`config.mk`:
```
export PLATFORM = sky130hd
export DESIGN_NAME = fen_position_parser
export DESIGN_NICKNAME = d
export VERILOG_FILES = /design/src/hw/rtl/fpp_pkg.sv /design/src/hw/rtl/fen_position_parser.sv
export SDC_FILE = /design/constraint.sdc
export NUM_CORES = 1
export LEC_CHECK = 0
export CAP_MARGIN = 20
export CORE_MARGIN = 5
export CORE_UTILIZATION = 30
export CTS_BUF_LIST = sky130_fd_sc_hd__clkbuf_4 sky130_fd_sc_hd__clkbuf_8 sky130_fd_sc_hd__clkbuf_16
export CTS_CLUSTER_SIZE = 30
export DETAILED_ROUTE_END_ITERATION = 10
export DONT_BUFFER_PORTS = 1
export SYNTH_ARGS = -nofsm -noshare
export SYNTH_HDL_FRONTEND = slang
export SYNTH_SLANG_ARGS = --single-unit
```
`constraint.sdc`:
```
create_clock -name clk -period 14.5 [get_ports clk]
set_input_delay 0 -clock clk [delete_from_list [all_inputs] [get_ports clk]]
set_output_delay 0 -clock clk [all_outputs]
set_load 0.005 [all_outputs]
```
`src/hw/rtl/fpp_pkg.sv`:
```
`timescale 1ns / 1ps
`default_nettype none

package fpp_pkg;

	// Default width of the move clocks
	localparam int CLOCK_BITS_DEF = 16;

	// Board storage
	localparam int BOARD_W    = 64;
	localparam int NUM_BOARDS = 8;
	localparam int NUM_COLOUR = 2;
	localparam int NUM_PIECE  = 6;
	localparam int COL_AW     = $clog2(NUM_COLOUR);
	localparam int PC_AW      = $clog2(NUM_PIECE);
	localparam int IDX_W      = $clog2(NUM_BOARDS);

	// Scalar widths on the result beat
	localparam int OUT_CLK_W = 16;
	localparam int EP_W      = 7;
	localparam logic [EP_W-1:0] NO_SQUARE = 7'd64;

	// Board indexes
	localparam logic [IDX_W-1:0] IDX_WHITE  = 3'd0;
	localparam logic [IDX_W-1:0] IDX_BLACK  = 3'd1;
	localparam logic [IDX_W-1:0] IDX_PAWN   = 3'd2;
	localparam logic [IDX_W-1:0] IDX_KNIGHT = 3'd3;
	localparam logic [IDX_W-1:0] IDX_BISHOP = 3'd4;
	localparam logic [IDX_W-1:0] IDX_ROOK   = 3'd5;
	localparam logic [IDX_W-1:0] IDX_QUEEN  = 3'd6;
	localparam logic [IDX_W-1:0] IDX_KING   = 3'd7;
	localparam logic [IDX_W-1:0] IDX_LAST   = IDX_KING;

	// Field numbers
	localparam logic [2:0] FLD_PLACE  = 3'd0;
	localparam logic [2:0] FLD_SIDE   = 3'd1;
	localparam logic [2:0] FLD_CASTLE = 3'd2;
	localparam logic [2:0] FLD_EP     = 3'd3;
	localparam logic [2:0] FLD_HALF   = 3'd4;
	localparam logic [2:0] FLD_FULL   = 3'd5;
	localparam logic [2:0] FLD_MAX    = 3'd6;

	// Character codes
	localparam logic [7:0] CH_SPACE = 8'h20;
	localparam logic [7:0] CH_TAB   = 8'h09;
	localparam logic [7:0] CH_CR    = 8'h0D;
	localparam logic [7:0] CH_SLASH = 8'h2F;
	localparam logic [7:0] CH_DASH  = 8'h2D;
	localparam logic [7:0] CH_0     = 8'h30;
	localparam logic [7:0] CH_1     = 8'h31;
	localparam logic [7:0] CH_8     = 8'h38;
	localparam logic [7:0] CH_9     = 8'h39;
	localparam logic [7:0] CH_UA    = 8'h41;
	localparam logic [7:0] CH_UZ    = 8'h5A;
	localparam logic [7:0] CH_UK    = 8'h4B;
	localparam logic [7:0] CH_UQ    = 8'h51;
	localparam logic [7:0] CH_A     = 8'h61;
	localparam logic [7:0] CH_B     = 8'h62;
	localparam logic [7:0] CH_H     = 8'h68;
	localparam logic [7:0] CH_K     = 8'h6B;
	localparam logic [7:0] CH_N     = 8'h6E;
	localparam logic [7:0] CH_P     = 8'h70;
	localparam logic [7:0] CH_Q     = 8'h71;
	localparam logic [7:0] CH_R     = 8'h72;
	localparam logic [7:0] CH_W     = 8'h77;
	localparam logic [7:0] CASE_GAP = 8'h20;

	// Sequencer states
	typedef enum logic [2:0] {
		S_IDLE,
		S_WRITE,
		S_READ,
		S_LOAD,
		S_HOLD
	} state_t;

endpackage

`default_nettype wire

```
`src/hw/rtl/fen_position_parser.sv`:
```
`timescale 1ns / 1ps
`default_nettype none

// FEN position parser. Feed the FEN text one character per input beat and mark
// the last character with s_tlast. A piece letter that lands on a square of the
// board needs a write-back: the colour and piece boards are read from their
// memories in the accept cycle and written back in the next. Other characters
// need no write-back. After the last character the block sends eight result
// beats, boards white, black, pawn, knight, bishop, rook, queen and king in that
// order, each with the same side, castling, en passant, clock and error fields;
// m_tlast marks the king board. Each result beat passes through memory read,
// load and hand-over, and waits in hand-over while m_tready is low; no input is
// taken until the eighth beat has gone. Boards read as empty after reset and
// after each run.

module fen_position_parser #(
	parameter int CLOCK_BITS = fpp_pkg::CLOCK_BITS_DEF
) (
	input  wire logic         clk,
	input  wire logic         arst_n,
	input  wire logic         s_tvalid,
	output logic              s_tready,
	input  wire logic [7:0]   s_tdata,  // [7:0] char_code
	input  wire logic         s_tlast,  // final_char
	output logic              m_tvalid,
	input  wire logic         m_tready,
	output logic [111:0]      m_tdata,  // [63:0] board_bits, [64] side_to_move,
	                                    // [68:65] castling_bits,
	                                    // [75:69] en_passant_square,
	                                    // [91:76] halfmove_count,
	                                    // [107:92] fullmove_count, [108] bad_input,
	                                    // [111:109] zero
	output logic [2:0]        m_tuser,  // [2:0] board_index
	output logic              m_tlast   // last_board
);

	import fpp_pkg::*;

	localparam logic [CLOCK_BITS-1:0] CLK_LIM = {CLOCK_BITS{1'b1}};
	localparam logic [CLOCK_BITS-1:0] CLK_ONE = CLOCK_BITS'(1);

	state_t state_q, state_d;

	// Parser state
	logic [3:0]            rank_q;
	logic [4:0]            file_q;
	logic [2:0]            fn_q;
	logic [1:0]            fcc_q;
	logic                  side_q;
	logic [3:0]            castle_q;
	logic [EP_W-1:0]       ep_q;
	logic [CLOCK_BITS-1:0] half_q;
	logic [CLOCK_BITS-1:0] full_q;
	logic                  err_q;

	// Next values after one character
	logic [3:0]            rank_n;
	logic [4:0]            file_n;
	logic [2:0]            fn_n;
	logic [1:0]            fcc_n;
	logic                  side_n;
	logic [3:0]            castle_n;
	logic [EP_W-1:0]       ep_n;
	logic [CLOCK_BITS-1:0] half_n;
	logic [CLOCK_BITS-1:0] full_n;
	logic                  err_n;

	// Values latched for the result beats
	logic                  o_side_q;
	logic [3:0]            o_castle_q;
	logic [EP_W-1:0]       o_ep_q;
	logic [OUT_CLK_W-1:0]  o_half_q;
	logic [OUT_CLK_W-1:0]  o_full_q;
	logic                  o_err_q;
	logic [BOARD_W-1:0]    o_bits_q;

	// Board memories and their valid bits
	logic [BOARD_W-1:0]    col_mem [NUM_COLOUR];
	logic [BOARD_W-1:0]    pc_mem  [NUM_PIECE];
	logic [BOARD_W-1:0]    col_rd_q, pc_rd_q;
	logic [COL_AW-1:0]     col_ra, col_ra_q;
	logic [PC_AW-1:0]      pc_ra, pc_ra_q;
	logic [NUM_COLOUR-1:0] col_vld_q;
	logic [NUM_PIECE-1:0]  pc_vld_q;
	logic [BOARD_W-1:0]    col_old, pc_old, put_mask;

	logic [5:0]            sq_q;
	logic                  fin_q;
	logic [IDX_W-1:0]      k_q;

	// Character decode
	logic [7:0]            ch, lc;
	logic                  accept, is_space, is_digit, is_upper, is_piece, do_put;
	logic                  cd_ep_void, out_full_one;
	logic [3:0]            dval;
	logic [5:0]            file_sum;
	logic [IDX_W-1:0]      piece_idx;
	logic [CLOCK_BITS+3:0] clk_acc, clk_v;
	logic [EP_W-1:0]       ep_fin;
	logic                  err_fin;
	logic [CLOCK_BITS-1:0] full_fin;
	logic [CLOCK_BITS+OUT_CLK_W-1:0] half_ext, full_ext;

	assign ch       = s_tdata;
	assign accept   = s_tvalid && s_tready;
	assign is_space = (ch == CH_SPACE) || (ch >= CH_TAB && ch <= CH_CR);
	assign is_digit = (ch >= CH_0) && (ch <= CH_9);
	assign is_upper = (ch >= CH_UA) && (ch <= CH_UZ);
	assign lc       = is_upper ? ch + CASE_GAP : ch;
	assign dval     = 4'(ch - CH_0);
	assign file_sum = {1'b0, file_q} + {2'b00, dval};

	// Map the lower-case letter to its piece board
	always_comb begin
		is_piece  = 1'b1;
		piece_idx = IDX_PAWN;
		unique case (lc)
			CH_P:    piece_idx = IDX_PAWN;
			CH_N:    piece_idx = IDX_KNIGHT;
			CH_B:    piece_idx = IDX_BISHOP;
			CH_R:    piece_idx = IDX_ROOK;
			CH_Q:    piece_idx = IDX_QUEEN;
			CH_K:    piece_idx = IDX_KING;
			default: is_piece = 1'b0;
		endcase
	end

	// Clock digit accumulate with saturation
	always_comb begin
		clk_acc = (fn_q == FLD_HALF) ? {4'b0000, half_q} : {4'b0000, full_q};
		clk_v   = (clk_acc << 3) + (clk_acc << 1) + {{CLOCK_BITS{1'b0}}, dval};
	end

	// Work out the state after this character
	always_comb begin
		rank_n   = rank_q;
		file_n   = file_q;
		fn_n     = fn_q;
		fcc_n    = fcc_q;
		side_n   = side_q;
		castle_n = castle_q;
		ep_n     = ep_q;
		half_n   = half_q;
		full_n   = full_q;
		err_n    = err_q;
		do_put   = 1'b0;
		if (is_space) begin
			if (fcc_q != 2'd0) begin
				if (fn_q == FLD_EP && fcc_q == 2'd1 && ep_q != NO_SQUARE) begin
					ep_n  = NO_SQUARE;
					err_n = 1'b1;
				end
				if (fn_q < FLD_MAX) fn_n = fn_q + 3'd1;
				fcc_n = 2'd0;
			end
		end else begin
			case (fn_q)
				FLD_PLACE: begin
					if (ch == CH_SLASH) begin
						rank_n = (rank_q == 4'd0 || rank_q > 4'd7) ? 4'd15 : rank_q - 4'd1;
						file_n = 5'd0;
					end else if (is_digit) begin
						file_n = (file_sum > 6'd31) ? 5'd31 : file_sum[4:0];
					end else if (!is_piece) begin
						err_n = 1'b1;
					end else begin
						if (rank_q > 4'd7 || file_q > 5'd7) err_n = 1'b1;
						else do_put = 1'b1;
						if (file_q < 5'd31) file_n = file_q + 5'd1;
					end
				end
				FLD_SIDE: side_n = !(fcc_q == 2'd0 && ch == CH_W);
				FLD_CASTLE: begin
					if (ch == CH_UK) castle_n[0] = 1'b1;
					if (ch == CH_UQ) castle_n[1] = 1'b1;
					if (ch == CH_K)  castle_n[2] = 1'b1;
					if (ch == CH_Q)  castle_n[3] = 1'b1;
				end
				FLD_EP: begin
					if (fcc_q == 2'd0) begin
						if (ch >= CH_A && ch <= CH_H) begin
							ep_n = EP_W'(ch - CH_A);
						end else begin
							ep_n = NO_SQUARE;
							if (ch != CH_DASH) err_n = 1'b1;
						end
					end else if (fcc_q == 2'd1 && ep_q != NO_SQUARE) begin
						if (ch >= CH_1 && ch <= CH_8) begin
							ep_n = {1'b0, 3'(ch - CH_1), ep_q[2:0]};
						end else begin
							ep_n  = NO_SQUARE;
							err_n = 1'b1;
						end
					end
				end
				FLD_HALF, FLD_FULL: begin
					if (is_digit) begin
						if (fn_q == FLD_HALF) begin
							half_n = (clk_v > {4'b0000, CLK_LIM}) ? CLK_LIM : clk_v[CLOCK_BITS-1:0];
						end else begin
							full_n = (clk_v > {4'b0000, CLK_LIM}) ? CLK_LIM : clk_v[CLOCK_BITS-1:0];
						end
					end else begin
						err_n = 1'b1;
					end
				end
				default: ;
			endcase
			if (fcc_q < 2'd3) fcc_n = fcc_q + 2'd1;
		end
	end

	// Close the last field at the end of the string
	always_comb begin
		cd_ep_void   = (fn_n == FLD_EP) && (fcc_n == 2'd1) && (ep_n != NO_SQUARE);
		ep_fin       = cd_ep_void ? NO_SQUARE : ep_n;
		err_fin      = err_n || cd_ep_void;
		out_full_one = (fn_n < FLD_FULL) || (fn_n == FLD_FULL && fcc_n == 2'd0);
		full_fin     = out_full_one ? CLK_ONE : full_n;
		half_ext     = {{OUT_CLK_W{1'b0}}, half_n};
		full_ext     = {{OUT_CLK_W{1'b0}}, full_fin};
	end

	// Parser registers: update per beat, return to reset after the last one
	always_ff @(posedge clk or negedge arst_n) begin
		if (!arst_n) begin
			rank_q   <= 4'd7;
			file_q   <= 5'd0;
			fn_q     <= FLD_PLACE;
			fcc_q    <= 2'd0;
			side_q   <= 1'b0;
			castle_q <= 4'd0;
			ep_q     <= NO_SQUARE;
			half_q   <= '0;
			full_q   <= '0;
			err_q    <= 1'b0;
		end else if (accept) begin
			if (s_tlast) begin
				rank_q   <= 4'd7;
				file_q   <= 5'd0;
				fn_q     <= FLD_PLACE;
				fcc_q    <= 2'd0;
				side_q   <= 1'b0;
				castle_q <= 4'd0;
				ep_q     <= NO_SQUARE;
				half_q   <= '0;
				full_q   <= '0;
				err_q    <= 1'b0;
			end else begin
				rank_q   <= rank_n;
				file_q   <= file_n;
				fn_q     <= fn_n;
				fcc_q    <= fcc_n;
				side_q   <= side_n;
				castle_q <= castle_n;
				ep_q     <= ep_n;
				half_q   <= half_n;
				full_q   <= full_n;
				err_q    <= err_n;
			end
		end
	end

	// Latch the scalars of the run and the square to set
	always_ff @(posedge clk) begin
		if (accept) begin
			sq_q  <= {rank_q[2:0], file_q[2:0]};
			fin_q <= s_tlast;
			if (s_tlast) begin
				o_side_q   <= side_n;
				o_castle_q <= castle_n;
				o_ep_q     <= ep_fin;
				o_half_q   <= half_ext[OUT_CLK_W-1:0];
				o_full_q   <= full_ext[OUT_CLK_W-1:0];
				o_err_q    <= err_fin;
			end
		end
	end

	// Choose the memory read addresses
	always_comb begin
		if (state_q == S_READ) begin
			col_ra = k_q[COL_AW-1:0];
			pc_ra  = (k_q < IDX_PAWN) ? '0 : PC_AW'(k_q - IDX_PAWN);
		end else begin
			col_ra = is_upper ? COL_AW'(IDX_WHITE) : COL_AW'(IDX_BLACK);
			pc_ra  = is_piece ? PC_AW'(piece_idx - IDX_PAWN) : '0;
		end
	end

	assign col_old  = col_vld_q[col_ra_q] ? col_rd_q : '0;
	assign pc_old   = pc_vld_q[pc_ra_q] ? pc_rd_q : '0;
	assign put_mask = BOARD_W'(1) << sq_q;

	// Board memories: read every cycle, write back in the write state
	always_ff @(posedge clk) begin
		col_rd_q <= col_mem[col_ra];
		pc_rd_q  <= pc_mem[pc_ra];
		col_ra_q <= col_ra;
		pc_ra_q  <= pc_ra;
		if (state_q == S_WRITE) begin
			col_mem[col_ra_q] <= col_old | put_mask;
			pc_mem[pc_ra_q]   <= pc_old | put_mask;
		end
	end

	// Valid bits: set on write-back, clear after the last result beat
	always_ff @(posedge clk or negedge arst_n) begin
		if (!arst_n) begin
			col_vld_q <= '0;
			pc_vld_q  <= '0;
		end else if (state_q == S_WRITE) begin
			col_vld_q[col_ra_q] <= 1'b1;
			pc_vld_q[pc_ra_q]   <= 1'b1;
		end else if (state_q == S_HOLD && m_tready && k_q == IDX_LAST) begin
			col_vld_q <= '0;
			pc_vld_q  <= '0;
		end
	end

	// Board counter for the result beats
	always_ff @(posedge clk or negedge arst_n) begin
		if (!arst_n) begin
			k_q <= '0;
		end else if (state_q == S_HOLD && m_tready) begin
			k_q <= k_q + IDX_W'(1);
		end
	end

	// Load the board read for this beat
	always_ff @(posedge clk) begin
		if (state_q == S_LOAD) begin
			o_bits_q <= (k_q < IDX_PAWN) ? col_old : pc_old;
		end
	end

	// Next state
	always_comb begin
		state_d = state_q;
		unique case (state_q)
			S_IDLE: begin
				if (accept) begin
					if (do_put)        state_d = S_WRITE;
					else if (s_tlast)  state_d = S_READ;
				end
			end
			S_WRITE: state_d = fin_q ? S_READ : S_IDLE;
			S_READ:  state_d = S_LOAD;
			S_LOAD:  state_d = S_HOLD;
			S_HOLD: begin
				if (m_tready) state_d = (k_q == IDX_LAST) ? S_IDLE : S_READ;
			end
			default: state_d = S_IDLE;
		endcase
	end

	always_ff @(posedge clk or negedge arst_n) begin
		if (!arst_n) state_q <= S_IDLE;
		else         state_q <= state_d;
	end

	// Handshake outputs
	always_comb begin
		s_tready = 1'b0;
		m_tvalid = 1'b0;
		unique case (state_q)
			S_IDLE:  s_tready = 1'b1;
			S_HOLD:  m_tvalid = 1'b1;
			default: ;
		endcase
	end

	assign m_tdata = {3'b000, o_err_q, o_full_q, o_half_q, o_ep_q, o_castle_q, o_side_q,
		o_bits_q};
	assign m_tuser = k_q;
	assign m_tlast = (k_q == IDX_LAST);

endmodule

`default_nettype wire
```
==> reports/metrics.csv <==
stage,metric,value,unit
critical_path,ff2ff_path_depth,17,
route,wl_per_cell,21.2,um
cells_and_area,final_area,39000,um^2
route,viasPerCell,4.93,
cts,cts_buffers,87,
route,ant_nets,0,
sta,whs,0.0553,ns
floorplan,num_rows,123,
cells_and_area,regArea,23300,um^2
sta,min_period_over_period,34.2,%
route,first_iter_violations,1538,
global_routing,grt_usage,13.9,%
cts,cts_tree,done,
synth,ys_seq_area_share,68.6,%
sta,finalSetupViolations,0,
global_routing,grt_pass1_vias,20000,
sta,slew-limit-headroom,25.2,%
cts,clockBufferDepth,3,
power,swShare,32.8,%
synth,synth_most_common_cell,edfxtp_1,
placed_design,dp_hpwl,47900,um
critical_path,end_kind,flop,
placed_design,dp.cells,3866,
critical_path,path_max_fanout,18,
critical_path,rr_startpoint,fn_q[1]$_DFFE_PN0P_,
sta,drv_slew,0,
cts,path_clk_slew,0.07,ns
cts,cts-root-buf,clkbuf_16,
synth,syn_inst,2470,
power,p_int,0.00552,W
synth,ys_warn_count,0,
cells_and_area,multiInputGateArea,10000,um^2
route,vias,20000,
floorplan,start_util,30.2,%
sta,hold_violations,0,
cts,cts_resized,0,
power,power_frac_clock,28.1,%
global_routing,grt_first_pass_wirelength,129000,um
placed_design,routabilityCongestion,0.800,
floorplan,fp.dieH,347,um
floorplan,dieWidth,347,um
worst_hold_path,hold_path_class,in2reg,
synth,avgSynthCellArea,13.8,um^2
cells_and_area,drive_gt1_share,14.9,%
floorplan,core,112000,um^2
power,ir_worst_vdd,0.0000947,V
global_routing,antenna_found_initial,4,
route,first_pass_iters,5,
sta,worst_pin_slew,1.12,ns
synth,synth_area_leader_cell,edfxtp_1,
cells_and_area,n_fill_cell,10800,
critical_path,worstSetupPathType,reg2reg,
synth,synth-seq-cells,833,
critical_path,critPathRequiredTime,14.86,ns
cells_and_area,fin_nets,2547,
worst_hold_path,hold_depth,4,
power,pwr-share-comb,26.8,%
critical_path,cp.arrival,5.32,ns
synth,synth-main-ff-cell,edfxtp_1,
status,status,finished clean,
synth,synth.distinct_cells,82,
synth,synth_common_cells,"628 x edfxtp_1, 369 x nand2_1, 133 x mux2i_1",
power,power.leakage,14.7,nW
floorplan,ios,131,
cts,clk_latency,0.66,ns
global_routing,grt_max_degree,90,
power,powerDensity,210,nW/um^2
global_routing,grt_overflow,0,
synth,async_flop_share,8.76,%
sta,finalCriticalPeriod,4.96,ns
critical_path,r2r-end,o_half_q[12]$_DFFE_PP_,
sta,fmax,0.202,GHz
cells_and_area,syn_to_final_growth,14.7,%
sta,rsz0062_at_grt,false,
cells_and_area,diodes,0,
power,pwr-share-seq,45.1,%
synth,synth_top_area_share,55.4,%
flow_run,maxCapViolCount,0,
cts,cts_sinks,833,
placed_design,io_buffers,0,
placed_design,place_area,35700,um^2
floorplan,dieArea,120000,um^2
sta,fin_tns_setup,0,ns
critical_path,start_kind,flop,
cells_and_area,stdcell_count,4053,
synth,syn_area,34000,um^2
route,wl,86000,um
worst_hold_path,hp-start,s_tdata[3],
critical_path,reg2reg_slack,9.54,ns
worst_hold_path,hold_end,file_q[4]$_DFFE_PN0P_,
sta,clock_skew,0.0278,ns
route,drc,0,
power,power.switching,0.00269,W
cts,h-tree-depth,3,
synth,ys_top_cells_by_area,"edfxtp_1 55%, dfxtp_1 7.8%, dfrtp_1 5.1%, nand2_1 4.1%, mux2i_1 3.9%",
synth,synth_edf_count,628,
==> metrics by stage <==
stage          setup WS (ns)  power [W]  util, %
2_1_floorplan           6.07    0.00518        -
3_3_place_gp            9.44    0.00590     31.7
3_5_place_dp            9.38    0.00595     31.7
4_1_cts                 9.35    0.00830     34.6
5_1_grt                 9.15    0.00866     34.7
6_report                9.54    0.00822     34.7
==> repair_timing <==
item | in CTS | in global routing
hold buffers | 20 | 0
hold endpoints to repair | 154 | 0
buffers inserted | 0 | 0
==> metal layers <==
metal	vias to the layer above	global-route usage, %	part of all wire, %
met5	-	0	0
met4	0	3.64	2.0
met3	110	3.37	6.3
met2	482	22.7	47
met1	10100	18.8	45
li1	9259	-	-
==> worst max-delay path by stage <==
stage | from | endpoint | slack [ns] | depth (start not counted)
5_1_grt | fn_q[1]$_DFFE_PN0P_ | o_full_q[12]$_SDFFCE_PP0P_ | 9.15 | 17
2_1_floorplan | state_q[0]$_DFFE_PN0P_ | pc_mem[1][0]$_DFFE_PP_ | 6.07 | 3
3_3_place_gp | fn_q[0]$_DFFE_PN0P_ | o_full_q[12]$_SDFFCE_PP0P_ | 9.44 | 17
6_report | fn_q[1]$_DFFE_PN0P_ | o_half_q[12]$_DFFE_PP_ | 9.54 | 17
3_5_place_dp | fn_q[1]$_DFFE_PN0P_ | o_full_q[12]$_SDFFCE_PP0P_ | 9.38 | 17
4_1_cts | fn_q[1]$_DFFE_PN0P_ | o_full_q[12]$_SDFFCE_PP0P_ | 9.35 | 17
==> power by group through the flow <==
stage               Sequential (W)  Clock (W)  Combinational, W
global placement           0.00374          0           0.00216
finish                     0.00370    0.00231           0.00220
floorplan                  0.00367          0           0.00151
global route               0.00376    0.00246           0.00244
detailed placement         0.00375          0           0.00220
CTS                        0.00371    0.00236           0.00223
==> kinds of logic after synthesis <==
kind of cell | after synthesis | synth area share (%)
AOI/OAI and AO/OA | 441 | 9.90
xor gates and xnor gates | 16 | 0.412
adders and majority gates | 55 | 2.09
buffers and inverters | 177 | 2.35
DFF | 833 | 68.6
muxes | 216 | 6.66
other | 1 | 0.0110
and+or+nand+nor | 731 | 10.0
==> cell type report <==
| cell class | count | area share [%] |
|---|---|---|
| clock buffers | 131 | 6.64 |
| clock inverters | 32 | 1.10 |
| inverters | 33 | 0.317 |
| multi-input cells | 1462 | 25.7 |
| flip-flops and latches | 833 | 59.8 |
| well taps | 1500 | 4.81 |
| repair buffers | 62 | 1.64 |
==> critical path: stages (launching register included) <==
cell and delay, ns:
dfrtp_1 0.42, inv_1 0.12, ha_1 0.25, nand2_1 0.08, buf_4 0.27, mux2_2 0.39, inv_1 0.07, fa_1 0.41
inv_1 0.11, ha_1 0.25, a211oi_1 0.24, o21bai_1 0.15, o22ai_1 0.31, o211ai_1 0.17, a2111oi_0 0.54, mux2i_2 0.28
a2111oi_2 0.44, o21ai_0 0.17
==> sequential cells by signal, indices dropped and copies added (netlist names), 7 cells and up <==
name / cells
col_mem: 128
col_rd_q: 64
ep_q: 7
full_q: 16
half_q: 16
o_bits_q: 64
o_ep_q: 7
o_full_q: 16
o_half_q: 16
pc_mem: 384
pc_rd_q: 64
==> layout by cell type, fill, tap and decap left out, types with 14 or more instances in the layout <==
cell type / netlist / layout
ha_1: 52 / 52
clkbuf_4: 0 / 34
nand3_1: 83 / 83
dfxtp_1: 132 / 132
a211oi_1: 86 / 86
edfxtp_1: 628 / 628
mux2i_1: 133 / 132
nor3_1: 15 / 14
inv_1: 31 / 31
nand2_1: 369 / 368
a221oi_2: 59 / 59
clkbuf_16: 0 / 89
o21ai_0: 130 / 130
mux2_2: 83 / 82
a21oi_1: 57 / 55
nor2_1: 88 / 84
nor2b_1: 14 / 14
o21a_1: 16 / 16
nor3b_1: 32 / 31
dlygate4sd3_1: 0 / 17
xnor2_1: 14 / 14
dfrtp_1: 69 / 69
and2_1: 65 / 65
buf_4: 15 / 36
(Power assumes the default switching activity.)
